$ cat config.mk
export PLATFORM = sky130hd
export DESIGN_NAME = reorder_buffer
export DESIGN_NICKNAME = d
export VERILOG_FILES = /design/src/rtl/rob_pkg.sv /design/src/rtl/rob_ctrl.sv /design/src/rtl/rob_dp.sv /design/src/rtl/reorder_buffer.sv
export SDC_FILE = /design/constraint.sdc
export NUM_CORES = 1
export LEC_CHECK = 0
export BUFFER_PORTS_ARGS = -buffer_cell sky130_fd_sc_hd__buf_2
export CAP_MARGIN = 25
export CORE_AREA = 3 3 353 355
export CTS_BUF_LIST = sky130_fd_sc_hd__clkbuf_2 sky130_fd_sc_hd__clkbuf_4 sky130_fd_sc_hd__clkbuf_8
export CTS_CLUSTER_SIZE = 20
export DETAILED_ROUTE_END_ITERATION = 7
export DIE_AREA = 0 0 356 358
export MAX_ROUTING_LAYER = met4
export PLACE_DENSITY = 0.41
export SETUP_SLACK_MARGIN = 0.5
export SLEW_MARGIN = 20
export SYNTH_ARGS = -nofsm -noshare
export SYNTH_HDL_FRONTEND = slang
export SYNTH_SLANG_ARGS = --single-unit
export TNS_END_PERCENT = 100
$ cat constraint.sdc
create_clock -name clk_i -period 6.3 [get_ports clk_i]
set_input_delay 1.26 -clock clk_i [delete_from_list [all_inputs] [get_ports clk_i]]
set_output_delay 1.26 -clock clk_i [all_outputs]
set_load 0.01 [all_outputs]
$ cat src/rtl/rob_pkg.sv
// Shared types and constants for the reorder buffer.
package rob_pkg;

  localparam int unsigned RobDepth = 16;
  localparam int unsigned IdxW     = 4;   // log2(RobDepth); pointers wrap naturally
  localparam int unsigned CntW     = 5;   // holds 0..RobDepth
  localparam int unsigned PcW      = 16;
  localparam int unsigned ArchW    = 4;
  localparam int unsigned PhysW    = 5;
  localparam int unsigned ValW     = 32;
  localparam int unsigned ModeW    = 2;
  localparam int unsigned StatusW  = 2;
  localparam int unsigned InDataW  = 64;
  localparam int unsigned OutDataW = 64;

  typedef enum logic [ModeW-1:0] {
    MODE_ALLOC    = 2'd0,
    MODE_COMPLETE = 2'd1,
    MODE_COMMIT   = 2'd2,
    MODE_NONE     = 2'd3
  } mode_e;

  typedef enum logic [StatusW-1:0] {
    STAT_OK        = 2'd0,
    STAT_FULL      = 2'd1,
    STAT_NO_COMMIT = 2'd2
  } status_e;

  typedef enum logic [2:0] {
    OP_NOP,
    OP_ALLOC,
    OP_FULL,
    OP_COMPLETE,
    OP_COMMIT,
    OP_NO_COMMIT
  } op_e;

  typedef enum logic {
    OB_EMPTY,
    OB_FULL
  } obuf_e;

  typedef struct packed {
    logic load;
    op_e  op;
  } rob_cmd_t;

  typedef struct packed {
    logic full;
    logic empty;
    logic head_done;
  } rob_stat_t;

endpackage

$ cat src/rtl/rob_ctrl.sv
// Reorder buffer controller: handshake, output-register state and op decode.
module rob_ctrl (
  input  logic                        clk_i,
  input  logic                        rst_ni,
  input  logic                        s_tvalid_i,
  output logic                        s_tready_o,
  input  logic [rob_pkg::ModeW-1:0]   mode_i,
  output logic                        m_tvalid_o,
  input  logic                        m_tready_i,
  input  rob_pkg::rob_stat_t          stat_i,
  output rob_pkg::rob_cmd_t           cmd_o
);

  rob_pkg::obuf_e state_q, state_d;

  always_ff @(posedge clk_i or negedge rst_ni) begin
    if (!rst_ni) begin
      state_q <= rob_pkg::OB_EMPTY;
    end else begin
      state_q <= state_d;
    end
  end

  // next state
  always_comb begin
    state_d = state_q;
    unique case (state_q)
      rob_pkg::OB_EMPTY: begin
        if (s_tvalid_i) state_d = rob_pkg::OB_FULL;
      end
      rob_pkg::OB_FULL: begin
        if (m_tready_i && !s_tvalid_i) state_d = rob_pkg::OB_EMPTY;
      end
      default: state_d = rob_pkg::OB_EMPTY;
    endcase
  end

  // outputs
  always_comb begin
    s_tready_o  = (state_q == rob_pkg::OB_EMPTY) || m_tready_i;
    m_tvalid_o  = (state_q == rob_pkg::OB_FULL);
    cmd_o.load  = s_tvalid_i && s_tready_o;
    cmd_o.op    = rob_pkg::OP_NOP;
    unique case (rob_pkg::mode_e'(mode_i))
      rob_pkg::MODE_ALLOC:
        cmd_o.op = stat_i.full ? rob_pkg::OP_FULL : rob_pkg::OP_ALLOC;
      rob_pkg::MODE_COMPLETE:
        cmd_o.op = rob_pkg::OP_COMPLETE;
      rob_pkg::MODE_COMMIT:
        cmd_o.op = (stat_i.empty || !stat_i.head_done) ? rob_pkg::OP_NO_COMMIT
                                                        : rob_pkg::OP_COMMIT;
      rob_pkg::MODE_NONE:
        cmd_o.op = rob_pkg::OP_NOP;
      default:
        cmd_o.op = rob_pkg::OP_NOP;
    endcase
  end

`ifndef ASSERT_OFF
  a_load_shows: assert property (@(posedge clk_i) disable iff (!rst_ni)
    cmd_o.load |=> m_tvalid_o)
    else $error("accepted beat did not reach output register");
  a_no_alloc_when_full: assert property (@(posedge clk_i) disable iff (!rst_ni)
    stat_i.full |-> cmd_o.op != rob_pkg::OP_ALLOC)
    else $error("allocate decoded while buffer full");
  a_hold_result: assert property (@(posedge clk_i) disable iff (!rst_ni)
    (m_tvalid_o && !m_tready_i) |=> m_tvalid_o)
    else $error("stalled result dropped");
`endif

endmodule

$ cat src/rtl/rob_dp.sv
// Reorder buffer datapath: entry storage, pointers, count and result register.
module rob_dp (
  input  logic                          clk_i,
  input  logic                          rst_ni,
  input  rob_pkg::rob_cmd_t             cmd_i,
  output rob_pkg::rob_stat_t            stat_o,
  input  logic [rob_pkg::PcW-1:0]       instr_pc_i,
  input  logic [rob_pkg::ArchW-1:0]     arch_dest_i,
  input  logic [rob_pkg::IdxW-1:0]      entry_index_i,
  input  logic signed [rob_pkg::ValW-1:0] result_value_i,
  input  logic                          was_mispredicted_i,
  output logic [rob_pkg::StatusW-1:0]   status_o,
  output logic [rob_pkg::IdxW-1:0]      alloc_index_o,
  output logic                          commit_valid_o,
  output logic [rob_pkg::ArchW-1:0]     commit_arch_reg_o,
  output logic signed [rob_pkg::ValW-1:0] commit_value_o,
  output logic                          clear_zero_flag_o,
  output logic [rob_pkg::PcW-1:0]       commit_pc_o,
  output logic [rob_pkg::CntW-1:0]      occupancy_o
);

  // entry payload (no reset, written before any read that reaches the output)
  logic [rob_pkg::PcW-1:0]   pc_mem   [rob_pkg::RobDepth];
  logic [rob_pkg::ArchW-1:0] arch_mem [rob_pkg::RobDepth];
  logic [rob_pkg::ValW-1:0]  val_mem  [rob_pkg::RobDepth];

  logic [rob_pkg::RobDepth-1:0] done_q, mispred_q;
  logic [rob_pkg::IdxW-1:0]     head_q, head_d, tail_q, tail_d;
  logic [rob_pkg::CntW-1:0]     count_q, count_d;

  logic [rob_pkg::StatusW-1:0]  status_d;
  logic [rob_pkg::IdxW-1:0]     alloc_index_d;
  logic                         commit_valid_d, clear_zf_d;

  assign stat_o.full      = (count_q == rob_pkg::CntW'(rob_pkg::RobDepth));
  assign stat_o.empty     = (count_q == '0);
  assign stat_o.head_done = done_q[head_q];

  always_comb begin
    head_d         = head_q;
    tail_d         = tail_q;
    count_d        = count_q;
    status_d       = rob_pkg::STAT_OK;
    alloc_index_d  = '0;
    commit_valid_d = 1'b0;
    clear_zf_d     = 1'b0;
    case (cmd_i.op)
      rob_pkg::OP_ALLOC: begin
        alloc_index_d = tail_q;
        tail_d        = tail_q + rob_pkg::IdxW'(1);   // depth is 2**IdxW
        count_d       = count_q + rob_pkg::CntW'(1);
      end
      rob_pkg::OP_FULL:      status_d = rob_pkg::STAT_FULL;
      rob_pkg::OP_NO_COMMIT: status_d = rob_pkg::STAT_NO_COMMIT;
      rob_pkg::OP_COMMIT: begin
        commit_valid_d = 1'b1;
        clear_zf_d     = mispred_q[head_q];
        head_d         = head_q + rob_pkg::IdxW'(1);
        count_d        = count_q - rob_pkg::CntW'(1);
      end
      default: ;
    endcase
  end

  // control state
  always_ff @(posedge clk_i or negedge rst_ni) begin
    if (!rst_ni) begin
      head_q    <= '0;
      tail_q    <= '0;
      count_q   <= '0;
      done_q    <= '0;
      mispred_q <= '0;
    end else if (cmd_i.load) begin
      head_q  <= head_d;
      tail_q  <= tail_d;
      count_q <= count_d;
      if (cmd_i.op == rob_pkg::OP_ALLOC) begin
        done_q[tail_q]    <= 1'b0;
        mispred_q[tail_q] <= 1'b0;
      end else if (cmd_i.op == rob_pkg::OP_COMPLETE) begin
        done_q[entry_index_i]    <= 1'b1;
        mispred_q[entry_index_i] <= was_mispredicted_i;
      end
    end
  end

  // entry payload and result register; head entry read straight into the result
  always_ff @(posedge clk_i) begin
    if (cmd_i.load) begin
      if (cmd_i.op == rob_pkg::OP_ALLOC) begin
        pc_mem[tail_q]   <= instr_pc_i;
        arch_mem[tail_q] <= arch_dest_i;
      end
      if (cmd_i.op == rob_pkg::OP_COMPLETE) begin
        val_mem[entry_index_i] <= result_value_i;
      end
      status_o          <= status_d;
      alloc_index_o     <= alloc_index_d;
      commit_valid_o    <= commit_valid_d;
      commit_arch_reg_o <= commit_valid_d ? arch_mem[head_q] : '0;
      commit_value_o    <= commit_valid_d ? val_mem[head_q] : '0;
      clear_zero_flag_o <= clear_zf_d;
      commit_pc_o       <= commit_valid_d ? pc_mem[head_q] : '0;
      occupancy_o       <= count_d;
    end
  end

`ifndef ASSERT_OFF
  a_count_bound: assert property (@(posedge clk_i) disable iff (!rst_ni)
    count_q <= rob_pkg::CntW'(rob_pkg::RobDepth))
    else $error("entry count above depth");
  a_ptr_count: assert property (@(posedge clk_i) disable iff (!rst_ni)
    tail_q == rob_pkg::IdxW'(head_q + count_q[rob_pkg::IdxW-1:0]))
    else $error("head, tail and count disagree");
  a_commit_done: assert property (@(posedge clk_i) disable iff (!rst_ni)
    (cmd_i.load && cmd_i.op == rob_pkg::OP_COMMIT) |-> (done_q[head_q] && count_q != '0))
    else $error("retired an entry that was not done");
`endif

endmodule

$ cat src/rtl/reorder_buffer.sv
// Reorder buffer top level: stream ports, controller and datapath.
//
//  channel | dir | tdata / tuser                                    | accept
//  s_axis  | in  | tuser: mode; tdata: pc, arch, phys, index, value, mis | tvalid & tready
//  m_axis  | out | tuser: status; tdata: commit and occupancy fields  | tvalid & tready
//
// Each beat is executed in the cycle it is accepted: the pointer, count and
// done-mark update is one step, so one beat per cycle is taken while the master side does not stall.
// The result lands in a one-beat output register; a new beat is accepted while
// that register is empty or being drained in the same cycle.
// A stalled master side holds the result and stops input until it is taken.
// Reset (async, active low) clears head, tail, count, done and mispredict
// marks and the output valid; entry payload is not reset. No clearing pass.
module reorder_buffer (
  input  logic        clk_i,
  input  logic        rst_ni,
  input  logic        s_axis_tvalid,
  output logic        s_axis_tready,
  // [15:0] instr_pc, [19:16] arch_dest, [24:20] phys_dest, [28:25] entry_index,
  // [60:29] result_value, [61] was_mispredicted, [63:62] zero
  input  logic [rob_pkg::InDataW-1:0]  s_axis_tdata,
  // [1:0] mode
  input  logic [rob_pkg::ModeW-1:0]    s_axis_tuser,
  output logic        m_axis_tvalid,
  input  logic        m_axis_tready,
  // [3:0] alloc_index, [4] commit_valid, [8:5] commit_arch_reg,
  // [40:9] commit_value, [41] clear_zero_flag, [57:42] commit_pc,
  // [62:58] occupancy, [63] zero
  output logic [rob_pkg::OutDataW-1:0] m_axis_tdata,
  // [1:0] status
  output logic [rob_pkg::StatusW-1:0]  m_axis_tuser
);

  rob_pkg::rob_cmd_t  cmd;
  rob_pkg::rob_stat_t stat;

  logic [rob_pkg::IdxW-1:0]        alloc_index;
  logic                            commit_valid;
  logic [rob_pkg::ArchW-1:0]       commit_arch_reg;
  logic signed [rob_pkg::ValW-1:0] commit_value;
  logic                            clear_zero_flag;
  logic [rob_pkg::PcW-1:0]         commit_pc;
  logic [rob_pkg::CntW-1:0]        occupancy;

  rob_ctrl u_ctrl (
    .clk_i      (clk_i),
    .rst_ni     (rst_ni),
    .s_tvalid_i (s_axis_tvalid),
    .s_tready_o (s_axis_tready),
    .mode_i     (s_axis_tuser),
    .m_tvalid_o (m_axis_tvalid),
    .m_tready_i (m_axis_tready),
    .stat_i     (stat),
    .cmd_o      (cmd)
  );

  // phys_dest (tdata[24:20]) is never reported at commit, so it is not kept.
  rob_dp u_dp (
    .clk_i              (clk_i),
    .rst_ni             (rst_ni),
    .cmd_i              (cmd),
    .stat_o             (stat),
    .instr_pc_i         (s_axis_tdata[15:0]),
    .arch_dest_i        (s_axis_tdata[19:16]),
    .entry_index_i      (s_axis_tdata[28:25]),
    .result_value_i     (s_axis_tdata[60:29]),
    .was_mispredicted_i (s_axis_tdata[61]),
    .status_o           (m_axis_tuser),
    .alloc_index_o      (alloc_index),
    .commit_valid_o     (commit_valid),
    .commit_arch_reg_o  (commit_arch_reg),
    .commit_value_o     (commit_value),
    .clear_zero_flag_o  (clear_zero_flag),
    .commit_pc_o        (commit_pc),
    .occupancy_o        (occupancy)
  );

  assign m_axis_tdata = {1'b0, occupancy, commit_pc, clear_zero_flag, commit_value,
                         commit_arch_reg, commit_valid, alloc_index};

endmodule

# [Word level (Yosys, flattened, before mapping)]
# Memory sizes are Yosys's and may differ from the RTL's. A register that Yosys moved wholly into a read port is not among the register bits.
# Index checks and enable logic that the tools add are counted.
[classes] addsub=4 n_mul=0 div_mod_pow=0 magnitude_cmp=5 eq_ne=9 shifts=0 mux=28 bitwise_logic=5 reduce_logical=17
[op_table] op="$mux 16" count=4
[op_table] op="$and 16x16->16" count=2
[op_table] op="$bwmux 16" count=1
[op_table] op="$not 16->16" count=1
[op_table] op="$or 16x16->16" count=1
[op_table] op="$lt 4x5->1 const B" count=3
[op_table] op="$mux 1" count=14
[op_table] op="$pmux 3 s4" count=1
[op_table] op="$pmux 5 s2" count=1
[op_table] op="$add 4x1->4 const B" count=2
[op_table] op="$bmux 1 s4" count=2
[op_table] op="$demux 1 s4" count=2
[op_table] op="$ge 4x1->1 const B" count=2
[op_table] op="$eq 3x2->1 const B" count=2
[op_table] op="$eq 3x3->1 const B" count=2
[op_table] op="$reduce_and 2->1" count=3
[op_table] op="$add 5x1->5 const B" count=1
[op_table] op="$eq 5x5->1 const B" count=1
[op_table] op="$logic_not 1->1" count=5
[op_table] op="$logic_not 5->1" count=1
[op_table] op="$sub 5x1->5 const B" count=1
[op_table] op="$eq 2x2->1 const B" count=2
[op_table] op="$logic_and 1x1->1" count=4
[op_table] op="$pmux 2 s2" count=1
[op_table] op="other kinds (8)" count=9
[totals] register_bits=59 latchBits=0 mem_bits_rw=832 romBits=0 in_bits=70 output_inout_bits=68 elab_cells=82 memories=3
[memory_table] memory="u_dp.val_mem" words=16 width=32 rd=1 rd_clocked_by_memory_dff=1 write_ports=1 line_no="rob_dp.sv:25" text="logic [rob_pkg::ValW-1:0] val_mem [rob_pkg::RobDepth];"
[memory_table] memory="u_dp.pc_mem" words=16 width=16 rd=1 rd_clocked_by_memory_dff=1 write_ports=1 line_no="rob_dp.sv:23" text="logic [rob_pkg::PcW-1:0] pc_mem [rob_pkg::RobDepth];"
[memory_table] memory="u_dp.arch_mem" words=16 width=4 rd=1 rd_clocked_by_memory_dff=1 write_ports=1 line_no="rob_dp.sv:24" text="logic [rob_pkg::ArchW-1:0] arch_mem [rob_pkg::RobDepth];"

# [Depth between registers and ports, before layout]
# Gate-level depths: netlist (run 1).
[logic_depth] ltp_word=10 depth_mapped=13 mapped_depth_nobuf=10

# [Modules after synthesis]
# From an unflattened synthesis (run 1), not the netlist that was laid out.
[hier_totals] hier_cells=1894 hier_area_um2=37249.5
[by_module_without_submodules] mod="rob_dp" instances=1 cells_each=1880 area_each_um2=37129.4 seq_area_each_um2=28061.9
[by_module_without_submodules] mod="rob_ctrl" instances=1 cells_each=10 area_each_um2=93.8 seq_area_each_um2=25.0
[by_module_without_submodules] mod="reorder_buffer" instances=1 cells_each=4 area_each_um2=26.3 seq_area_each_um2=0.0

# [Worst setup path before layout (run 1)]
# Ideal clock, no wire load.
[synth_path] kind="in2reg" startpoint="input s_axis_tvalid" endpoint="register u_dp.alloc_index_o[0] (netlist bit) (enable)" setup_ns=0.488 arrival_time_ns=4.070 required_time_ns=5.812 slack_ns=1.742 cell_stages=2 path_buffers=0 cell_sequence="inv_1 nor2_1"
[synth_rtl] element="start, declared" line_no="reorder_buffer.sv:17" text="input logic s_axis_tvalid,"
[synth_rtl] element="end signal, assigned" line_no="rob_dp.sv:98" text="alloc_index_o <= alloc_index_d;"
[synth_rtl] element="end, declared" line_no="rob_dp.sv:13" text="output logic [rob_pkg::IdxW-1:0] alloc_index_o,"

# [Final worst setup path (run 1)]
[layout_path] startpoint="register u_dp.head_q[3] (netlist bit)" endpoint="register u_dp.occupancy_o[4] (netlist bit), data pin"
[layout_between] elab_chain_len=8 elab_cells_between_ends=9 cone_classes="2 x eq/ne; 5 x mux; 2 x reduce/logical"
[layout_rtl] element="start, declared" line_no="rob_dp.sv:28" text="logic [rob_pkg::IdxW-1:0] head_q, head_d, tail_q, tail_d;"
[layout_rtl] element="start signal, assigned" line_no="rob_dp.sv:68" text="head_q <= '0;"
[layout_rtl] element="start signal, assigned" line_no="rob_dp.sv:74" text="head_q <= head_d;"
[layout_rtl] element="$bmux 1 s4 (*)" line_no="rob_dp.sv:37" text="assign stat_o.head_done = done_q[head_q];"
[layout_rtl] element="$mux 1 (implied by the code) (*)" line_no="rob_dp.sv:37"
[layout_rtl] element="$logic_not 1->1 (*)" line_no="rob_ctrl.sv:50" text="cmd_o.op = (stat_i.empty || !stat_i.head_done) ? rob_pkg::OP_NO_COMMIT"
[layout_rtl] element="$logic_or 1x1->1 (*)" line_no="rob_ctrl.sv:50"
[layout_rtl] element="$mux 1 (*)" line_no="rob_ctrl.sv:50"
[layout_rtl] element="$pmux 3 s4 (*)" line_no="rob_ctrl.sv:44" text="unique case (rob_pkg::mode_e'(mode_i))"
[layout_rtl] element="$eq 3x3->1 or $eq 3x1->1 (tied branches)" line_no="rob_dp.sv:47" text="case (cmd_i.op)"
[layout_rtl] element="$pmux 5 s2 (*)" line_no="rob_dp.sv:47"
[layout_rtl] element="net u_dp.count_d (one bit)" line_no="rob_dp.sv:29" text="logic [rob_pkg::CntW-1:0] count_q, count_d;"
[layout_rtl] element="end signal, assigned" line_no="rob_dp.sv:104" text="occupancy_o <= count_d;"
[layout_rtl] element="end, declared" line_no="rob_dp.sv:19" text="output logic [rob_pkg::CntW-1:0] occupancy_o"
# Mark *: on every way through the listed nets, which the timed path passes. The rest lies on a longest branch. The select of a mux whose other input is x is not followed.
# A chain may end at the register's enable or synchronous reset.

==> summary by stage, run 1 <==
Status
The flow ran to the end, and the final reports show no timing, DRC or antenna violations.

Worst hold path
The depth of the worst hold-timing path is 1. The worst hold path startpoint is u_dp.done_q[7]. The endpoint of the worst hold path is u_dp.done_q[7]. The worst hold path class is reg -> reg.

Cells and area
Registers take 0.0281 sq mm. For this run, the share of the core covered by cells in the final layout is 34.8%. The net count of the finished layout is 1907. The count of fill cells added during filler insertion is 11400. The synthesis-to-layout area growth is 16.6%.

The area of the multi-input gates is 0.00794 sq mm. Of the cells placed in the final design, the portion with a size suffix greater than 1 is 38.7%.

CTS
The clock tree synthesis step divided the H-tree into 4 levels. In this run the post-CTS setup repair buffer count came out at 0. The number of clock sinks is 943. After clock tree synthesis, the clock-pin slew on the worst setup and hold paths is 0.06 ns. The buffer depth of the longest clock path is 3. Post-CTS repair changed the size of 0 cells. TritonCTS built the clock tree. For the worst-skew pair, the clock arrives at the later sink with an insertion delay of 0.83 ns. Counting the buffers created by CTS gives 166. The tree is rooted in a sky130_fd_sc_hd__clkbuf_8. The post-cts hold buffer count is 0.

Synth
Measured against the total synthesized area, the mux share comes to 16.9%. Summing the areas of all compound-gate instances in the mapped netlist gives 1.41% of the synthesized area. By area, the combinational part of the netlist is dominated by multiplexers.

The leading register cell type out of synthesis is sky130_fd_sc_hd__edfxtp_1. In the synthesized netlist, the number of instances is 1560. The net count after synthesis is 1639. The fraction of synthesis flops using an asynchronous set or reset pin is 4.88%. The synthesized netlist devotes 2.34% of its cell area to simple gates.

Averaged over all synthesized cells, the footprint is 23.3 sq um. The share of the Yosys chip area taken by registers is 77.3%. Sorting the synthesized cells by how often they occur yields sky130_fd_sc_hd__edfxtp_1 (897), sky130_fd_sc_hd__mux4_2 (266), sky130_fd_sc_hd__nor2b_1 (56). The share of the synthesized area in the top cell type is 74.1%.

The number of distinct library cells after synthesis is 53. The synthesized netlist occupies a cell area of 0.0364 sq mm. In the post-synthesis netlist, the biggest area contributors are sky130_fd_sc_hd__edfxtp_1 (74%), sky130_fd_sc_hd__mux4_2 (16%), sky130_fd_sc_hd__dfrtp_1 (3.2%). During synthesis, Yosys emitted a total of 0 warnings. The library cell with the highest instance count after synthesis is sky130_fd_sc_hd__edfxtp_1.

The count of state elements after synthesis is 943. The synthesized netlist devotes 0.330% of its cell area to adder and majority cells. The synthesized design contains 897 enable-type register cells. The largest area contributor in the netlist is sky130_fd_sc_hd__edfxtp_1.

The xor/xnor share of the synthesized area is 0.289%.

Routing
The post-detailed-route DRC marker count is 0. The detailed router placed 16800 vias in this run. The antenna violation net count after detailed routing is 0. The average wire per standard cell is 25.7 um.

The number of vias per cell is 4.69. The final layout contains routed wiring with a total length of 91.9 mm. The detailed-router iteration count before antenna repair is 5. The number of violations reported at the end of detailed-routing iteration 0 is 933.

Worst setup path
The cell class contributing the biggest share of worst-path delay is compound AO/OA/AOI/OAI gates. By startpoint and endpoint, the worst setup path is classified as reg -> reg. For flop-to-flop paths, the worst setup slack is 2.31 ns. The signal on the critical path passes through buf_4, o31a_1, a211o_4, inv_2, fa_1, a21o_1, a21oi_1, mux2i_1, xnor2_1. The worst-case reg-to-reg path depth is 9.

The critical path required time is 6.86 ns. The worst register-to-register path begins at u_dp.head_q[3]. The critical path buffer and inverter count is 2. The sort of element at the start of the critical path is a flop. The data arrival time of the critical path is 4.55 ns.

In this run the critical register-to-register path is captured at u_dp.occupancy_o[4]. The longest individual stage delay on the worst path is 0.82 ns. The maximum fanout along the worst path is 33. The endpoint class of the critical path is a flop. The cell with the biggest individual delay on the critical path is sky130_fd_sc_hd__dfrtp_4.

STA
The final total negative setup slack is 0 ns. Setup violations remaining at the end of the flow were counted as 0. Subtracting the final worst setup slack from the clock period gives 3.99 ns.

Derived from the worst setup path, the maximum achievable clock frequency is 0.251 GHz. The final count of hold timing violations was 0. Of the available clock period, the critical path in the final layout requires 63.3%. Between clock sinks in the finished design, the worst skew comes to 0.0292 ns. The remaining max-slew budget at the tightest pin is 36.9%.

The measured slew at the worst slew-check pin is 0.946 ns. The count of pins over their slew limit is 0. Setup repair after global routing left no endpoint under its margin.

Die
The floorplan die area is 0.127 sq mm. The floorplan die height is 358 um. After floorplanning, the core was sized to cover 0.122 sq mm. The top-level port count is 138. Once the floorplan was initialized, standard cells occupied 29.9% of the core. The number of placement rows is 128. The die span in x is 356 um.

GRT
Summed over all layers, the global routing overflow is 0. For this run, global-route usage on met3 was measured as 3.34%. In the global route stage, met1 resource usage came out at 18.0%. Global routing used 15.1% of the available tracks across all layers. Entering global routing, the biggest net connects 135 pins.

The number of antenna violations at the first check in global routing is 19. The number of global-route vias before repair came to 18800. The met2 track utilization from global routing is 25.4%. The first global-routing pass estimated 133 mm of wire. The peak-usage layer in the global routing report is met2.

Power
The static power due to leakage is 0.0132 uW. Total power for the finished layout comes to 15100 uW. For this design the ratio of total power to cell area is 356 mW/mm^2. Across the VDD grid, the largest voltage drop is 207 uV.

Flow run
The tool flagged a number of max-cap violations equal to 0.

Place
Once detailed placement completed, the half-perimeter wirelength came to 48.7 mm. The count of buffers added on input and output ports is 129. The routability-driven placement congestion ratio is 0.703.
## metal layers
layer	vias to the layer above	share of wire (%)
met5	-	0
li1	7179	-
met1	9065	41
met4	0	2.4
met2	386	51
met3	180	4.7
## cells by family (layout without fill, tap and decap cells)
kind of cell               after synthesis  count (layout)
DFF                                    943             943
muxes                                  278             278
and+or+nand+nor                        158             158
buffers and inverters                   91             476
AOI/OAI and AO/OA                       68              68
xor gates and xnor gates                12              12
adders and majority gates                9               9
other                                    1              12
## worst max-delay path by stage
stage                         from                    end  depth (start not counted)
floorplan            s_axis_tvalid  u_dp.alloc_index_o[0]                          2
global placement     s_axis_tvalid    u_dp.val_mem[0][19]                          6
detailed placement  u_dp.head_q[3]    u_dp.occupancy_o[4]                          9
CTS                 u_dp.head_q[3]    u_dp.occupancy_o[4]                          9
global route        u_dp.head_q[3]    u_dp.occupancy_o[4]                          9
finish              u_dp.head_q[3]    u_dp.occupancy_o[4]                          9
## flip-flops by register name, indices dropped and copies added (netlist names)
name                    cells
u_dp.done_q                16
u_dp.alloc_index_o          4
u_dp.count_q                5
u_dp.clear_zero_flag_o      1
u_dp.mispred_q             16
u_dp.status_o               2
u_dp.commit_value_o        32
u_dp.arch_mem              64
u_dp.pc_mem               256
u_ctrl.m_tvalid_o           1
u_dp.occupancy_o            5
u_dp.tail_q                 4
u_dp.commit_arch_reg_o      4
u_dp.val_mem              512
u_dp.commit_valid_o         1
u_dp.commit_pc_o           16
u_dp.head_q                 4
## placed cells by master (no fill, tap or decap), drive strengths merged, types with 3 or more instances in the layout
cell type / synthesis / final
o21ai: 5 / 5
mux4: 268 / 268
buf: 53 / 183
nand2b: 7 / 7
ha: 8 / 8
dfrtp: 46 / 46
mux2: 8 / 8
edfxtp: 897 / 897
or2: 4 / 4
nor4: 4 / 4
inv: 8 / 12
diode: 0 / 11
a21o: 4 / 4
o22a: 30 / 30
and2: 7 / 7
a21oi: 5 / 5
nor3: 15 / 15
nand3: 3 / 3
xnor2: 9 / 9
xor2: 3 / 3
clkbuf: 30 / 224
nand2: 15 / 15
clkinv: 0 / 48
a31oi: 16 / 16
nor2: 39 / 39
nor2b: 57 / 57
clkinvlp: 0 / 8
## power by group
part	switching, uW	internal, uW	leakage (uW)
clock	2460	2850	0.00162
combinational	1260	1310	0.00287
sequential	135	7050	0.00871
## through the flow
stage          instance area [sq um]  cells  worst slack, ns  hold WS [ns]
2_1_floorplan                  36400   1560             1.74         0.452
3_3_place_gp                   39100   3279             1.42         0.465
3_5_place_dp                   39200   3283             2.21         0.477
4_1_cts                        42300   3568             2.16         0.450
5_1_grt                        42400   3580             2.03         0.507
6_report                       42400   3581             2.31         0.484
## area by class of cell
cell class	count	area share [%]
clock inverters	61	0.780
inverters	8	0.0709
well taps	1625	4.80
diodes	11	0.0650
clock buffers	224	6.48
flip-flops and latches	943	66.3
multi-input cells	526	18.7
repair buffers	183	2.75
No activity file was read; power rests on OpenSTA's default activity.
==> run 2, diff against run 1 <==
- clock period: 6.3 -> 3.8 ns (I/O delays scaled with it)
==> run 2 against run 1 <==
Compared with the run above:
- combinational power grew 67%
- die area is the same
- fmax grew 31%
- clock power grew 67%
- flip-flop and latch count is the same
- highest routed layer unchanged
==> summary by stage, run 2 (same netlist as run 1, synthesis figures left out) <==
Status
The run finished with clean final reports.

Worst setup path
Traced cell by cell, the critical path runs through mux4_2, a22oi_1, a211o_4, inv_2, fa_1, a21o_1, a21oi_2, mux2i_1, xnor2_1. Broken down by cell family, the worst path's largest delay share belongs to compound AO/OA/AOI/OAI gates. The critical path required time came to 4.37 ns (-2.49 ns). The worst setup path is captured at a flop.

The slowest stage of the critical path belongs to the cell sky130_fd_sc_hd__mux4_2. The sort of element at the start of the critical path is a flop. The critical path buffer and inverter count was 1 (-1). The longest individual stage delay on the worst path came to 0.53 ns (-0.29 ns). The data arrival time of the critical path is 3.62 ns (-0.93 ns). The maximum fanout along the worst path is 7 (-79%).

The critical path is of the reg -> reg type.

Cells and area
The synthesis-to-layout area growth is 17.0%. In the final layout, the registers with the most flip-flops are u_dp.val_mem x512, u_dp.pc_mem x256, u_dp.arch_mem x64. The share of cells above drive strength 1 is 38.5% (-0.13 points). In the layout the commonest cells are sky130_fd_sc_hd__edfxtp_1 (897), sky130_fd_sc_hd__mux4_2 (266), sky130_fd_sc_hd__clkbuf_8 (164), sky130_fd_sc_hd__buf_2 (129), sky130_fd_sc_hd__nor2b_1 (56). The flip-flop count of the largest register after layout is 512 (unchanged). The number of nets in the final layout came to 1911 (+0.21%).

More flip-flops sit in one register than any other, and that register is u_dp.val_mem. Leaving out fill and tap cells, the most frequent cell in the layout is sky130_fd_sc_hd__edfxtp_1.

Power
The overall power consumption is 25000 uW (+66%). The part of the total power dissipated in the clock network is 35.4% (+0.2 points). The switching power share of the total is 25.8% (+0.25 points). The worst ir drop on vdd was 441 uV (+110%). The cell area power density is 589 mW/mm^2 (+66%). The sequential share of power is 47.4% (-0.3 points).

The power dissipated by switching net loads is 6460 uW (+68%). The combinational fraction of design power is 17.1% (about the same). The static power due to leakage was 0.0133 uW (+0.54%).

The internal power summed over all cells is 18600 uW (+66%).

Routing
The antenna violation net count after detailed routing came to 0 (unchanged). The post-detailed-route DRC marker count came to 0 (unchanged). The number of violations reported at the end of detailed-routing iteration 0 is 1191 (+28%).

The total number of vias is 17000 (+0.89%). The final wirelength is 92.2 mm (+0.41%). The number of vias per cell is 4.71 (+0.44%). The average wire per standard cell is 25.6 um (about the same).

The detailed-router iteration count before antenna repair came to 5 (unchanged).

STA
The measured slew at the worst slew-check pin is 1.05 ns (+0.104 ns). The highest attainable clock frequency is 0.328 GHz (+31%). The final number of setup-violating endpoints was 0 (unchanged). The remaining max-slew budget at the tightest pin is 30.0% (-6.9 points).

The count of pins over their slew limit is 0 (unchanged). The final cycle utilization of the critical path is 80.3% (+17 points). The shortest period the worst path allows is 3.05 ns (-0.941 ns). Setup repair after global routing left no endpoint under its margin. The final count of hold timing violations is 0 (unchanged). The final total negative setup slack is 0 ns (unchanged).

The clock skew is 0.0425 ns (+0.0133 ns).

Die
The top-level port count is 138 (unchanged). The floorplan die area was 0.127 sq mm (unchanged). The floorplan die height came to 358 um (unchanged). The starting density of the core is 29.9% (unchanged).

The die span in x is 356 um (unchanged). The number of placement rows is 128 (unchanged). The standard cell core area was 0.122 sq mm (unchanged).

CTS
TritonCTS built the clock tree. In this run the clock root is driven by a sky130_fd_sc_hd__clkbuf_8. The later-pin clock latency in the skew report was 0.85 ns (+0.02 ns). The maximum level of the CTS H-tree came to 4 (unchanged).

The number of clock sinks is 943 (unchanged). The buffer depth of the longest clock path is 3 (unchanged). The TritonCTS buffer count is 164 (-1.2%). The clock-pin transition on the worst setup and hold timing paths was 0.06 ns (about the same).

GRT
The overall track demand over capacity in global routing came to 15.1% (+0.063 points). The remaining global-route overflow was 0 (unchanged). The global-route wire length before repair came to 133 mm (+0.35%). The number of antenna violations at the first check in global routing came to 18 (-1).

The largest net degree at the start of global routing came to 109 (-19%). The number of global-route vias before repair is 18900 (+0.38%).

Flow run
The number of max-cap violations is 0 (unchanged).

Place
The routability-driven placement congestion ratio was 0.711 (+1.2%). The detailed placement HPWL was 45.7 mm (-6.3%). The number of buffers added on ports came to 129 (unchanged).

Worst hold path
The worst hold path class is in -> reg.
## run 2: cell types whose count changed in the layout (fill, tap and decap cells not counted), sizes merged, moves of 2 or more
cell	delta
inv	+2
diode	+4
clkinv	+18
clkinvlp	-2
clkbuf	-14
bufinv	+2
buf	+5
## run 2: worst paths after layout
kind                                             to  cells after the start            from  slack [ns]
max in group asynchronous            u_dp.tail_q[2]                      3          rst_ni        2.59
min in group asynchronous            u_dp.done_q[3]                      2          rst_ni        0.46
worst min-delay path              u_ctrl.m_tvalid_o                      3   s_axis_tvalid        0.24
worst max-delay path            u_dp.occupancy_o[4]                      9  u_dp.head_q[0]        0.75
worst min register to register       u_dp.done_q[4]                      1  u_dp.done_q[4]        0.49
worst max register to register  u_dp.occupancy_o[4]                      9  u_dp.head_q[0]        0.75
## run 2: layer usage
| metal | vias up | global-route usage (%) | part of all wire, % |
|---|---|---|---|
| met2 | 384 | 25.6 | 52 |
| met1 | 9212 | 18.1 | 41 |
| met5 | - | - | 0 |
| met4 | 0 | 4.76 | 2.1 |
| met3 | 161 | 3.25 | 4.6 |
| li1 | 7202 | - | - |
## run 2: power by group through the flow
stage / Clock, uW / Sequential (uW) / Combinational (uW)
final: 8880 / 11900 / 4290
after global routing: 9730 / 11900 / 4670
after CTS: 9260 / 11900 / 4410
after detailed placement: 0 / 12100 / 4390
after global placement: 0 / 12100 / 4390
after floorplan: 0 / 12000 / 3290
## run 2: layout make-up
cell class / count / area, sq um
antenna: 15 / 37.5
multi-input combinational: 526 / 7940
tap: 1625 / 2030
clock inverter: 81 / 503
clock buffer: 210 / 2600
fill: 11400 / 79200
timing repair buffer: 189 / 1300
inverter: 8 / 30.0
sequential: 943 / 28100
## run 2: stage by stage
stage	cell area [sq um]	instances	hold WS, ns	utilization (%)	setup WS [ns]
after global placement	39400	3286	0.467	32.3	0.433
after global routing	42500	3594	0.175	35.0	0.613
final	42600	3597	0.237	35.0	0.750
after CTS	42500	3578	0.102	34.9	0.512
after floorplan	36400	1560	0.452	-	0.386
after detailed placement	39400	3286	0.482	32.3	0.419
## run 2: worst register-to-register path, stage by stage, from the launching register on
cell and delay (ns):
sky130_fd_sc_hd__dfrtp_4 0.49, sky130_fd_sc_hd__mux4_2 0.54, sky130_fd_sc_hd__a22oi_1 0.34, sky130_fd_sc_hd__a211o_4 0.20, sky130_fd_sc_hd__inv_2 0.06, sky130_fd_sc_hd__fa_1 0.47, sky130_fd_sc_hd__a21o_1 0.20, sky130_fd_sc_hd__a21oi_2 0.20
sky130_fd_sc_hd__mux2i_1 0.23, sky130_fd_sc_hd__xnor2_1 0.09
## run 2: repair_timing
item	in CTS	in global routing
endpoints found under the setup margin	6	2
resized for setup	1	1
hold endpoints to repair	22	0
hold buffers	1	0
setup buffers	0	4
